--- src/lbcs_pkg.sv ---
// Package for the LED bar chaser serializer: payload structs, command codes,
// register indexes, reset values and queue sizing. Depends on nothing.
package lbcs_pkg;

  // Command codes carried in the func field.
  localparam logic [2:0] FUNC_RAW       = 3'd0;
  localparam logic [2:0] FUNC_SHOW_UP   = 3'd1;
  localparam logic [2:0] FUNC_SHOW_DOWN = 3'd2;
  localparam logic [2:0] FUNC_RESET     = 3'd3;
  localparam logic [2:0] FUNC_OFF       = 3'd4;
  localparam logic [2:0] FUNC_STEP_UP   = 3'd5;
  localparam logic [2:0] FUNC_STEP_DOWN = 3'd6;

  // Configuration register indexes.
  localparam int unsigned CfgIdxW = 1;
  localparam int unsigned CfgDataW = 16;
  localparam logic [CfgIdxW-1:0] CFG_SHOW_ENABLE   = 1'd0;
  localparam logic [CfgIdxW-1:0] CFG_STEP_INTERVAL = 1'd1;

  // Reset values and fixed patterns.
  localparam logic [15:0] STEP_INTERVAL_RESET = 16'd200;
  localparam logic [7:0]  PATTERN_UPPER = 8'hF0;
  localparam logic [7:0]  PATTERN_LOWER = 8'h0F;
  localparam logic [7:0]  PATTERN_BLANK = 8'h00;
  localparam logic [1:0]  UP_POS_RESET  = 2'd3;
  localparam logic [2:0]  LAST_BIT_POS  = 3'd7;

  // Byte queue between the front and the back.
  localparam int unsigned FifoDepth = 2;
  localparam int unsigned FifoPtrW  = $clog2(FifoDepth);
  localparam int unsigned FifoCntW  = $clog2(FifoDepth + 1);

  typedef struct packed {
    logic [2:0]  func;
    logic [31:0] now_ms;
    logic [7:0]  raw_byte;
  } in_item_t;

  typedef struct packed {
    logic       ser_bit;
    logic [2:0] bit_position;
    logic       latch;
    logic [7:0] shown_pattern;
  } out_item_t;

  // One byte offered to or by the queue.
  typedef struct packed {
    logic       valid;
    logic [7:0] data;
  } byte_xfer_t;

endpackage

--- src/lbcs_front.sv ---
// Command front end: decodes each command, updates the animation state and
// step timer, and pushes the byte to send into the queue. Uses lbcs_pkg.
module lbcs_front (
  input  logic                       clk_i,
  input  logic                       rst_ni,
  input  logic                       in_valid_i,
  output logic                       in_ready_o,
  input  lbcs_pkg::in_item_t         in_data_i,
  input  logic                       cfg_we_i,
  input  logic [lbcs_pkg::CfgIdxW-1:0]  cfg_index_i,
  input  logic [lbcs_pkg::CfgDataW-1:0] cfg_data_i,
  input  logic                       fifo_full_i,
  output lbcs_pkg::byte_xfer_t       push_o
);

  logic        show_enable_q, show_enable_d;
  logic [15:0] interval_q, interval_d;
  logic [7:0]  bar_q, bar_d;
  logic [31:0] last_step_q, last_step_d;
  logic [1:0]  up_pos_q, up_pos_d;
  logic        up_clr_q, up_clr_d;
  logic [1:0]  dn_off_q, dn_off_d;
  logic        dn_clr_q, dn_clr_d;

  logic        xfer;
  logic [31:0] elapsed;
  logic        due;
  logic [7:0]  up_mask, dn_mask, up_next, dn_next;
  logic        emit;
  logic [7:0]  emit_byte;

  // A command is taken whenever the queue has room for its byte.
  assign in_ready_o = !fifo_full_i;
  assign xfer       = in_valid_i && in_ready_o;

  // Step timer uses wrapping subtraction.
  assign elapsed = in_data_i.now_ms - last_step_q;
  assign due     = elapsed >= {16'd0, interval_q};

  assign up_mask = 8'(8'h01 << up_pos_q);
  assign dn_mask = 8'(8'h10 << dn_off_q);
  assign up_next = up_clr_q ? (bar_q & ~up_mask) : (bar_q | up_mask);
  assign dn_next = dn_clr_q ? (bar_q & ~dn_mask) : (bar_q | dn_mask);

  // Configuration writes.
  always_comb begin
    show_enable_d = show_enable_q;
    interval_d    = interval_q;
    if (cfg_we_i) begin
      case (cfg_index_i)
        lbcs_pkg::CFG_SHOW_ENABLE:   show_enable_d = cfg_data_i[0];
        lbcs_pkg::CFG_STEP_INTERVAL: interval_d    = cfg_data_i;
        default: ;
      endcase
    end
  end

  // Command decode and animation state update.
  always_comb begin
    bar_d       = bar_q;
    last_step_d = last_step_q;
    up_pos_d    = up_pos_q;
    up_clr_d    = up_clr_q;
    dn_off_d    = dn_off_q;
    dn_clr_d    = dn_clr_q;
    emit        = 1'b0;
    emit_byte   = lbcs_pkg::PATTERN_BLANK;
    case (in_data_i.func)
      lbcs_pkg::FUNC_RAW: begin
        emit      = 1'b1;
        emit_byte = in_data_i.raw_byte;
      end
      lbcs_pkg::FUNC_SHOW_UP: begin
        emit      = 1'b1;
        emit_byte = show_enable_q ? lbcs_pkg::PATTERN_UPPER : lbcs_pkg::PATTERN_BLANK;
      end
      lbcs_pkg::FUNC_SHOW_DOWN: begin
        emit      = 1'b1;
        emit_byte = show_enable_q ? lbcs_pkg::PATTERN_LOWER : lbcs_pkg::PATTERN_BLANK;
      end
      lbcs_pkg::FUNC_RESET: begin
        emit        = 1'b1;
        bar_d       = lbcs_pkg::PATTERN_BLANK;
        up_pos_d    = lbcs_pkg::UP_POS_RESET;
        up_clr_d    = 1'b0;
        dn_off_d    = 2'd0;
        dn_clr_d    = 1'b0;
        last_step_d = in_data_i.now_ms;
      end
      lbcs_pkg::FUNC_OFF: begin
        emit  = 1'b1;
        bar_d = lbcs_pkg::PATTERN_BLANK;
      end
      lbcs_pkg::FUNC_STEP_UP: begin
        if (due) begin
          emit        = 1'b1;
          emit_byte   = up_next;
          bar_d       = up_next;
          last_step_d = in_data_i.now_ms;
          up_pos_d    = up_pos_q - 2'd1;
          if (up_pos_q == 2'd0) begin
            up_clr_d = !up_clr_q;
          end
        end
      end
      lbcs_pkg::FUNC_STEP_DOWN: begin
        if (due) begin
          emit        = 1'b1;
          emit_byte   = dn_next;
          bar_d       = dn_next;
          last_step_d = in_data_i.now_ms;
          dn_off_d    = dn_off_q + 2'd1;
          if (dn_off_q == 2'd3) begin
            dn_clr_d = !dn_clr_q;
          end
        end
      end
      default: ;
    endcase
  end

  assign push_o.valid = xfer && emit;
  assign push_o.data  = emit_byte;

  // State registers; the animation state moves only on a transfer.
  always_ff @(posedge clk_i or negedge rst_ni) begin
    if (!rst_ni) begin
      show_enable_q <= 1'b0;
      interval_q    <= lbcs_pkg::STEP_INTERVAL_RESET;
      bar_q         <= lbcs_pkg::PATTERN_BLANK;
      last_step_q   <= 32'd0;
      up_pos_q      <= lbcs_pkg::UP_POS_RESET;
      up_clr_q      <= 1'b0;
      dn_off_q      <= 2'd0;
      dn_clr_q      <= 1'b0;
    end else begin
      show_enable_q <= show_enable_d;
      interval_q    <= interval_d;
      if (xfer) begin
        bar_q       <= bar_d;
        last_step_q <= last_step_d;
        up_pos_q    <= up_pos_d;
        up_clr_q    <= up_clr_d;
        dn_off_q    <= dn_off_d;
        dn_clr_q    <= dn_clr_d;
      end
    end
  end

endmodule

--- src/lbcs_fifo.sv ---
// Short byte queue that decouples the command front end from the serializer.
// Uses lbcs_pkg for depth and transfer struct.
module lbcs_fifo (
  input  logic                 clk_i,
  input  logic                 rst_ni,
  input  lbcs_pkg::byte_xfer_t push_i,
  output logic                 full_o,
  input  logic                 pop_i,
  output lbcs_pkg::byte_xfer_t head_o
);

  logic [7:0] mem_q [lbcs_pkg::FifoDepth];
  logic [lbcs_pkg::FifoPtrW-1:0] wr_ptr_q, rd_ptr_q;
  logic [lbcs_pkg::FifoCntW-1:0] count_q;
  logic do_push, do_pop;

  assign full_o       = count_q == lbcs_pkg::FifoCntW'(lbcs_pkg::FifoDepth);
  assign head_o.valid = count_q != '0;
  assign head_o.data  = mem_q[rd_ptr_q];
  assign do_push      = push_i.valid && !full_o;
  assign do_pop       = pop_i && head_o.valid;

  // Storage needs no reset.
  always_ff @(posedge clk_i) begin
    if (do_push) begin
      mem_q[wr_ptr_q] <= push_i.data;
    end
  end

  // Pointers and fill count.
  always_ff @(posedge clk_i or negedge rst_ni) begin
    if (!rst_ni) begin
      wr_ptr_q <= '0;
      rd_ptr_q <= '0;
      count_q  <= '0;
    end else begin
      if (do_push) begin
        wr_ptr_q <= wr_ptr_q + 1'b1;
      end
      if (do_pop) begin
        rd_ptr_q <= rd_ptr_q + 1'b1;
      end
      case ({do_push, do_pop})
        2'b10:   count_q <= count_q + lbcs_pkg::FifoCntW'(1);
        2'b01:   count_q <= count_q - lbcs_pkg::FifoCntW'(1);
        default: ;
      endcase
    end
  end

endmodule

--- src/lbcs_back.sv ---
// Serializer back end: takes one byte from the queue and sends it as eight
// registered bit results, most significant bit first. Uses lbcs_pkg.
module lbcs_back (
  input  logic                 clk_i,
  input  logic                 rst_ni,
  input  lbcs_pkg::byte_xfer_t head_i,
  output logic                 pop_o,
  output logic                 out_valid_o,
  input  logic                 out_ready_i,
  output lbcs_pkg::out_item_t  out_data_o
);

  logic       busy_q;
  logic [7:0] byte_q;
  logic [2:0] pos_q;
  logic       free;

  // The bit slot frees when idle or when the latch bit transfers.
  assign free  = !busy_q || (out_ready_i && pos_q == 3'd0);
  assign pop_o = free && head_i.valid;

  always_ff @(posedge clk_i or negedge rst_ni) begin
    if (!rst_ni) begin
      busy_q <= 1'b0;
      pos_q  <= lbcs_pkg::LAST_BIT_POS;
    end else if (free) begin
      busy_q <= head_i.valid;
      pos_q  <= lbcs_pkg::LAST_BIT_POS;
    end else if (out_ready_i) begin
      pos_q <= pos_q - 3'd1;
    end
  end

  always_ff @(posedge clk_i) begin
    if (pop_o) begin
      byte_q <= head_i.data;
    end
  end

  // Result fields come straight from registers.
  assign out_valid_o                = busy_q;
  assign out_data_o.ser_bit         = byte_q[pos_q];
  assign out_data_o.bit_position    = pos_q;
  assign out_data_o.latch           = pos_q == 3'd0;
  assign out_data_o.shown_pattern   = byte_q;

endmodule

--- src/led_bar_chaser_serializer_top.sv ---
// Top level of the LED bar chaser serializer. Instantiates the command front
// end, the byte queue and the serializer; uses lbcs_pkg.

// A command that sends a byte produces eight results, one per cycle while the
// output is ready, so such commands are paced by the one-bit-per-cycle
// serializer. A command that sends nothing (an early step or an unused code)
// is taken without adding a byte to the queue. The front end accepts a command in
// any cycle in which the two-byte queue has room, so up to two bytes can wait
// behind the one being shifted out. Configuration writes take effect at the
// next clock edge.
module led_bar_chaser_serializer_top (
  input  logic                          clk_i,
  input  logic                          rst_ni,
  input  logic                          in_valid_i,
  output logic                          in_ready_o,
  input  lbcs_pkg::in_item_t            in_data_i,
  output logic                          out_valid_o,
  input  logic                          out_ready_i,
  output lbcs_pkg::out_item_t           out_data_o,
  input  logic                          cfg_we_i,
  input  logic [lbcs_pkg::CfgIdxW-1:0]  cfg_index_i,
  input  logic [lbcs_pkg::CfgDataW-1:0] cfg_data_i
);

  lbcs_pkg::byte_xfer_t push, head;
  logic fifo_full, pop;

  lbcs_front u_front (
    .clk_i       (clk_i),
    .rst_ni      (rst_ni),
    .in_valid_i  (in_valid_i),
    .in_ready_o  (in_ready_o),
    .in_data_i   (in_data_i),
    .cfg_we_i    (cfg_we_i),
    .cfg_index_i (cfg_index_i),
    .cfg_data_i  (cfg_data_i),
    .fifo_full_i (fifo_full),
    .push_o      (push)
  );

  lbcs_fifo u_fifo (
    .clk_i  (clk_i),
    .rst_ni (rst_ni),
    .push_i (push),
    .full_o (fifo_full),
    .pop_i  (pop),
    .head_o (head)
  );

  lbcs_back u_back (
    .clk_i       (clk_i),
    .rst_ni      (rst_ni),
    .head_i      (head),
    .pop_o       (pop),
    .out_valid_o (out_valid_o),
    .out_ready_i (out_ready_i),
    .out_data_o  (out_data_o)
  );

endmodule

--- config.mk ---
export PLATFORM = sky130hd
export DESIGN_NAME = led_bar_chaser_serializer_top
export DESIGN_NICKNAME = d
export VERILOG_FILES = /design/src/lbcs_pkg.sv /design/src/lbcs_front.sv /design/src/lbcs_fifo.sv /design/src/lbcs_back.sv /design/src/led_bar_chaser_serializer_top.sv
export SDC_FILE = /design/constraint.sdc
export NUM_CORES = 1
export LEC_CHECK = 0
export BUFFER_PORTS_ARGS = -buffer_cell sky130_fd_sc_hd__buf_2
export CELL_PAD_IN_SITES_DETAIL_PLACEMENT = 0
export CELL_PAD_IN_SITES_GLOBAL_PLACEMENT = 2
export CORE_MARGIN = 3
export CORE_UTILIZATION = 38
export DETAILED_ROUTE_END_ITERATION = 8
export PLACE_DENSITY_LB_ADDON = 0.1
export SKIP_LAST_GASP = 1
export SYNTH_ARGS = -nofsm -noshare
export SYNTH_HDL_FRONTEND = slang
export SYNTH_HIERARCHICAL = 1
export SYNTH_SLANG_ARGS = --single-unit
--- constraint.sdc ---
create_clock -name clk_i -period 5.55 [get_ports clk_i]
set_input_delay 0.555 -clock clk_i [delete_from_list [all_inputs] [get_ports clk_i]]
set_output_delay 0.555 -clock clk_i [all_outputs]
set_load 0.05 [all_outputs]
Word level (Yosys, flattened, before mapping)
Memories as Yosys holds them, arrays and structs flattened. A register that Yosys moved wholly into a read port is not among the register bits.
Cells that the tools add are included.
Storage, ports and cells
  memories: 1
  register bits: 71
  output and inout port bits: 15
  bits in latches: 0
  ROM bits: 0
  bits in writable memories: 16
Operators by class
  bitwise operators: 7
  mux-type cells: 31
  shift-type cells: 2
  div/mod/pow operators: 0
  order comparisons: 2
  equal/unequal tests: 15
  reduce and logical (&&, ||, !) cells: 32
  add/subtract/negate cells: 8
  multiply operators: 0
Memories
  u_fifo.mem_q: depth 2, bits a word 8, read ports 1, clocked after memory_dff 1, wr ports 1, line lbcs_fifo.sv:12  | logic [7:0] mem_q [lbcs_pkg::FifoDepth];
Operator list (number)
  $pmux 32 s2: 1
  $mux 8: 7
  $pmux 8 s5: 1
  $ge 32x16->1: 1
  $mux 32: 1
  $sub 32x32->32: 1
  $pmux 8 s3: 1
  $and 8x8->8: 2
  $not 8->8: 2
  $or 8x8->8: 2
  $pmux 2 s2: 3
  $reduce_and 4->1: 3
  $reduce_bool 2->1: 6
  $ne 2x1->1 const B: 5
  $eq 3x3->1 const B: 3
  $reduce_and 3->1: 3
  $mux 1: 8
  $shl 1x2->8 const A: 1
  $shl 5x2->8 const A: 1
  $eq 2x2->1 const B: 3
  $eq 3x2->1 const B: 2
  $logic_and 1x1->1: 6
  $logic_not 3->1: 2
  $mux 3: 2
  other kinds (19): 30

Logic depth before layout (Yosys ltp)
Gate-level depths: netlist (run 1).
  word-level depth: 8
  depth in mapped cells: 27
  depth with buffers taken out: 26

Cells and area by module
Netlist (run 1), hierarchy kept.
Modules (own cells, without submodules)
  lbcs_front: cells an instance 800, times used 1, sequential area each 1582.8 um^2, area each 6635.1 um^2
  lbcs_fifo: cells an instance 43, times used 1, sequential area each 580.6 um^2, area each 774.5 um^2
  lbcs_back: cells an instance 37, times used 1, sequential area each 344.1 um^2, area each 524.3 um^2

Worst setup path before layout (run 1)
No wires, ideal clock.
  path kind: input -> register
  start point: in in_data_i[8] (netlist bit)
  end point: reg u_fifo/count_q[1] (netlist bit)
  arrival: 4998 ps
  cell stages on the path: 26
  path slack: 473 ps
  setup time: 79 ps
  data required time: 5471 ps
  cell sequence: inv_1 > ha_1 > fa_1 > nand2b_1 > a21o_1 > and2_1 > o21ai_0 > a21o_1 > a21oi_1 > xnor2_1 > ha_1 > nand2_1 > o21a_1 > o311ai_0 > and3_1 > a211o_1 > a2111oi_4 > nand4_2 > or2_4 > buf_6 > o21ai_0 > a21oi_1 > nand2_1 > ha_1 > nor2_1 > xor2_1
RTL lines
  start: declaration: line led_bar_chaser_serializer_top.sv:16  | input lbcs_pkg::in_item_t in_data_i,
  end signal: assignment: line lbcs_fifo.sv:44  | 2'b10: count_q <= count_q + lbcs_pkg::FifoCntW'(1);
  end signal: assignment: line lbcs_fifo.sv:45  | 2'b01: count_q <= count_q - lbcs_pkg::FifoCntW'(1);
  end: declaration: line lbcs_fifo.sv:14  | logic [lbcs_pkg::FifoCntW-1:0] count_q;

==> reports/results.ini, run 1 <==
[critical_path]
arrival_ps=5430
crit_end=u_fifo/count_q[1]
worst_ep_required_time_ps=5810
endpoint_kind=register
worstPathMaxFanout=4
critPathMaxStageDelay_ps=420
r2r_end=u_fifo/count_q[1]
worstRegToRegCells=24
worstSetupPathType=register to register
critPathLaunchType=register
crit_path_start=u_front/last_step_q[0]
cp_common_cell=ha_1
slowest_stage=fa_1
path_cells=ha_1 -> fa_1 -> nand2b_1 -> a21o_1 -> and2_1 -> o21ai_0 -> a21o_1 -> a21oi_1 -> xnor2_1 -> ha_1 -> nand2_1 -> o21a_1 -> o311ai_0 -> and3_1 -> a211o_1 -> a2111oi_4 -> nand4_2 -> or2_4 -> o21ai_0 -> a21oi_1 -> nand2_1 -> ha_1 -> nor2_1 -> xor2_1
r2r_setup_slack_ps=390
r2r_start=u_front/last_step_q[0]

[global_routing]
grt_max_degree=78
first_global_vias=6681
antenna_found_initial=0
track_usage_pct=20.1
grt_pass1_wl_microns=36100
overflow=0

[final_layout]
stdcell_area_sq_um=8620
final_layout_size_suffix_gt1_share_pct=21.1
final_core_util_pct=42.3
insertedDiodeCount=0
final_cell_mix=87 x nand2_1, 78 x buf_2, 73 x inv_1, 63 x dfrtp_1, 62 x nor2_1
fillerInstances=2032
area_growth_pct=8.67
final_common_cell=nand2_1
finalNetCount=1060

[cts]
clockBufferDepth=2
clk_pin_slew_ps=70
cts_resized=0
cts_tree=yes
cts_root_buf=clkbuf_16
post_cts.repair.setup_buffers=0
holdBufCountCts=0
clock_sinks=95
cts_made_buffers=9
cts-htree-levels=3
insertion_delay_ps=350

[run]
maxCapViolations=0

[pwr]
ir_worst_vdd_uv=148
pwr-share-clk_pct=13.7
p_total_mw=4.28
pwr-share-seq_pct=26.3
power.internal_mw=2.29
power_frac_comb_pct=60.0
power_density_nw_per_um2=496
power.switching_mw=1.99
p_leak_nw=3.87
switching_share_pct=46.5

[floorplan]
die_y_microns=150
core_sq_um=20400
start_util_pct=39.0
io_pins=80
row_count=52
chipWidth_microns=150
dieArea_sq_um=22600

[route]
via_per_inst=5.72
vias=6924
wirelength_microns=22500
routedWlPerCell_microns=18.6
drc=0
drtIter0Drc=482
first_pass_iters=5
ant_nets=0

[yosys]
synth_ff_type=dfrtp_1
yosys_warnings=6
synth_nets=1004
yosys.cell_types.count=83
ys_top_cells_by_area=dfrtp_1 20%, ha_1 9.1%, edfxtp_1 9.1%
seq_area_frac_synth_pct=31.6
syn_avg_cell_area_sq_um=9.02
yosysTopAreaCell=dfrtp_1
syn_area_sq_um=7930
synth_edf_count=24
async_flop_share_pct=74.7
synth_seq_cells=95
synth_top_area_share_pct=19.9
synthCells=880

[timing]
hold_violations=0
tightest_slew_ps=979
rsz0062_at_grt=false
fin_crit_ps=5160
drv_slew=0
min_period_over_period_pct=93.0
final.setup.tns_ps=0
max_slew_margin_pct=34.8
fin_worst_skew_ps=9.43
postLayoutSetupSlackWorst_ps=386
setup_viol=0
max_freq_mhz=194

[placement]
io_buffers=79
place_ws_ps=110
postPlaceCellArea_sq_um=8360
routabilityCongestion=0.864
hpwl_microns=16800

[min_path]
hold_class=primary input to asynchronous set/reset pin

[status]
status=finished, final reports clean

## flip-flops by register name, summed over array words and instances (netlist names)
name	count
u_front/dn_off_q	2
u_front/bar_q	8
u_fifo/count_q	2
u_front/show_enable_q	1
u_back/pos_q	3
u_front/last_step_q	32
u_front/up_pos_q	2
u_back/out_valid_o	1
u_front/up_clr_q	1
u_front/dn_clr_q	1
u_fifo/mem_q	16
u_fifo/rd_ptr_q	1
u_back/byte_q	8
u_front/interval_q	16
u_fifo/wr_ptr_q	1
## synth_stat cells, types with 12 or more instances
cell,count
o21a_1,15
mux2_2,26
a21oi_1,49
xnor2_1,13
ha_1,58
nor3_1,14
dfrtp_1,63
o211ai_2,30
clkbuf_8,14
inv_1,73
nand2_1,87
nor2_1,63
nand4_1,47
o211ai_1,12
a31oi_1,39
edfxtp_1,24
mux2i_1,13
o21ai_0,45
## worst max-delay path, delay by kind of cell, from the launching register on
family / cells / cell delay, ps
compound gates: 10 / 1810
xor+xnor: 2 / 320
fa+ha+maj: 4 / 1180
flops: 1 / 400
simple gates: 8 / 1390
## worst min path at each step
stage                       endpoint               start  slack [ps]
6_report       u_front/interval_q[0]              rst_ni         370
5_1_grt        u_front/interval_q[9]       cfg_data_i[9]         430
4_1_cts        u_front/interval_q[1]              rst_ni         410
3_5_place_dp         u_back/pos_q[2]  u_back/out_valid_o         470
3_3_place_gp         u_back/pos_q[2]  u_back/out_valid_o         450
2_1_floorplan     u_back/out_valid_o              rst_ni         260
## cells by family (layout without fill, tap and decap cells)
logic type / Yosys count / in the layout / synth area share, %
AOI/OAI and AO/OA: 269 / 269 / 24.8
muxes: 41 / 41 / 5.99
adders and majority gates: 59 / 59 / 9.40
buffers and inverters: 123 / 184 / 9.04
and+or+nand+nor: 270 / 270 / 16.6
xor gates and xnor gates: 23 / 23 / 2.54
DFF: 95 / 95 / 31.6
## through the flow
stage,hold WS (ps),instances
after CTS,412,1211
after global routing,428,1211
after floorplan,259,880
final,373,1211
after global placement,453,1195
after detailed placement,466,1195
## layer usage
layer | track usage, % | part of all wire, % | vias up
li1 | - | - | 3361
met1 | 28.7 | 48 | 3374
met2 | 32.3 | 47 | 163
met3 | 2.23 | 3.6 | 26
met4 | 5.54 | 1.6 | 0
met5 | 0 | 0 | -
## power by group through the flow
stage	sequential, mW	combinational (mW)	clock [mW]
2_1_floorplan	1.14	1.96	0
3_3_place_gp	1.13	2.52	0
3_5_place_dp	1.14	2.55	0
4_1_cts	1.13	2.56	0.608
5_1_grt	1.16	2.87	0.638
6_report	1.13	2.56	0.588
## layout make-up
cell class	count	area (sq um)	area share (%)
repair buffers	95	518	6.01
clock inverters	6	36.3	0.421
well taps	270	338	3.92
clock buffers	10	229	2.66
flip-flops and latches	95	2510	29.1
inverters	73	274	3.18
multi-input cells	662	4720	54.7
(Power assumes the default switching activity.)
==> run 2: changes to the inputs <==
- ABC_AREA: unset -> 1
- CORE_UTILIZATION: 38 -> 33
==> run 2 against run 1 <==
  * Global-route usage shrank 2.1 points
  * Total power shrank 7.4%
  * Synthesized cell count grew 29%
  * Fmax grew 17%
  * Critical endpoint is now u_fifo/mem_q[1][0]
==> reports/results.ini, run 2 <==
[timing]
hold_violations=0
fin_crit_ps=4400
drv_slew=0
setup_viol=0
final.setup.tns_ps=0
max_slew_margin_pct=29.9
tightest_slew_ps=1050
fin_worst_skew_ps=14.9
min_period_over_period_pct=79.3
max_freq_mhz=227
rsz0062_at_grt=false
postLayoutSetupSlackWorst_ps=1150

[placement]
io_buffers=79
place_ws_ps=816
hpwl_microns=17800
routabilityCongestion=0.846

[yosys]
syn_area_sq_um=7490
ys_top_cells_by_count=445 x nand2_1, 216 x inv_1, 83 x nor2_1
synth_nets=1262
synth_edf_count=24
ys_top_cells_by_area=nand2_1 22%, dfrtp_1 21%, inv_1 11%
syn_avg_cell_area_sq_um=6.58
synth_ff_type=dfrtp_1
synth_seq_cells=95
async_flop_share_pct=74.7
synthCells=1138
synth_top_area_share_pct=22.3
synth_most_common_cell=nand2_1
yosysTopAreaCell=nand2_1
seq_area_frac_synth_pct=33.5
yosys_warnings=6
yosys.cell_types.count=38

[critical_path]
worstRegToRegCells=22
endpoint_kind=register
r2r_end=u_fifo/mem_q[1][0]
r2r_start=u_front/last_step_q[0]
arrival_ps=4390
worstPathMaxFanout=12
crit_path_start=u_front/last_step_q[0]
worst_ep_required_time_ps=5540
r2r_setup_slack_ps=1150
critPathLaunchType=register
worstSetupPathType=register to register
crit_end=u_fifo/mem_q[1][0]

[final_layout]
largest_reg_flops=32
final_cell_mix=445 x nand2_1, 216 x inv_1, 83 x nor2_1, 78 x buf_2, 63 x dfrtp_1
finalNetCount=1336
final_layout_size_suffix_gt1_share_pct=10.5
reg_top3=u_front/last_step_q (32), u_fifo/mem_q (16), u_front/interval_q (16)
area_growth_pct=13.0
final_common_cell=nand2_1
regMostFlops=u_front/last_step_q
final_core_util_pct=38.3
insertedDiodeCount=0

[global_routing]
grt_max_degree=54
antenna_found_initial=0
track_usage_pct=18.0
grt_pass1_wl_microns=34800
overflow=0
first_global_vias=6588

[route]
wirelength_microns=21900
drc=0
routedWlPerCell_microns=14.7
first_pass_iters=5
ant_nets=0
vias=6861
via_per_inst=4.58
drtIter0Drc=335

[pwr]
power_frac_comb_pct=56.0
pwr-share-seq_pct=27.1
power.internal_mw=2.01
power.switching_mw=1.95
ir_worst_vdd_uv=180
p_leak_nw=4.94
pwr-share-clk_pct=16.9
p_total_mw=3.96
power_density_nw_per_um2=468
switching_share_pct=49.3

[floorplan]
die_y_microns=157
io_pins=80
chipWidth_microns=157
core_sq_um=22100
row_count=54
dieArea_sq_um=24500
start_util_pct=33.9

[cts]
insertion_delay_ps=360
cts_root_buf=clkbuf_16
clock_sinks=95
cts_resized=0
cts-htree-levels=3
clockBufferDepth=2
post_cts.repair.setup_buffers=0
cts_made_buffers=9
holdBufCountCts=0
cts_tree=yes
clk_pin_slew_ps=80

[run]
maxCapViolations=0

[status]
status=finished, final reports clean

[min_path]
hold_class=primary input to asynchronous set/reset pin

## run 2: layout make-up
cell class	instances	area, sq um
multi-input combinational	797	4020
sequential	95	2510
timing repair buffer	84	435
inverter	225	845
fill	2456	13600
tap	280	350
clock inverter	7	86.3
clock buffer	9	225
## run 2: kinds of logic after synthesis
kind of cell | share of synthesized area (%)
buffers and inverters | 12.9
and+or+nand+nor | 36.6
adders and majority gates | 9.95
xor gates and xnor gates | 1.87
AOI/OAI and AO/OA | 5.16
DFF | 33.5
## run 2: routing by layer
| metal | track usage [%] | routed length, microns |
|---|---|---|
| met1 | 25.5 | 11100 |
| met5 | 0 | 0 |
| met4 | 4.00 | 191 |
| met2 | 29.5 | 10000 |
| met3 | 1.96 | 668 |
## run 2: power by group through the flow
stage                     sequential (mW)  clock [mW]  combinational [mW]
final                                1.07       0.670                2.22
after global routing                 1.10       0.717                2.57
after CTS                            1.07       0.694                2.25
after detailed placement             1.09           0                2.24
after global placement               1.09           0                2.24
after floorplan                      1.11           0                1.62
## run 2: worst max-delay path: stages, from the launching register on
cell	delay, ps
dfrtp_1	380
ha_1	220
fa_1	420
inv_1	140
nand2_1	80
nand2_1	130
nand3_1	80
nand2_1	170
xor2_1	270
ha_1	190
a21oi_1	70
o31a_1	230
nand2_1	60
nand2_1	50
nand2_1	70
nor2_1	40
nand2_1	110
nor2_4	70
nand2_1	290
nand2_1	100
a21oi_1	230
o21ai_2	110
nor2_1	520
## run 2: worst min-delay path by stage
stage / slack [ps] / from / cells after the start / end
after floorplan: 260 / rst_ni / 0 / u_back/out_valid_o
after global placement: 450 / u_front/last_step_q[22] / 2 / u_front/last_step_q[22]
after detailed placement: 460 / u_front/last_step_q[30] / 2 / u_front/last_step_q[30]
after CTS: 80 / rst_ni / 1 / u_front/interval_q[10]
after global routing: 90 / rst_ni / 1 / u_front/interval_q[10]
final: 80 / rst_ni / 1 / u_front/interval_q[10]
## run 2: metrics by stage
stage                     cell area, sq um  instances  hold slack (ps)
after floorplan                       7490       1138              259
after global placement                8160       1481              454
after detailed placement              8160       1481              458
after CTS                             8470       1497             79.8
after global routing                  8470       1497             92.3
final                                 8470       1497             82.3
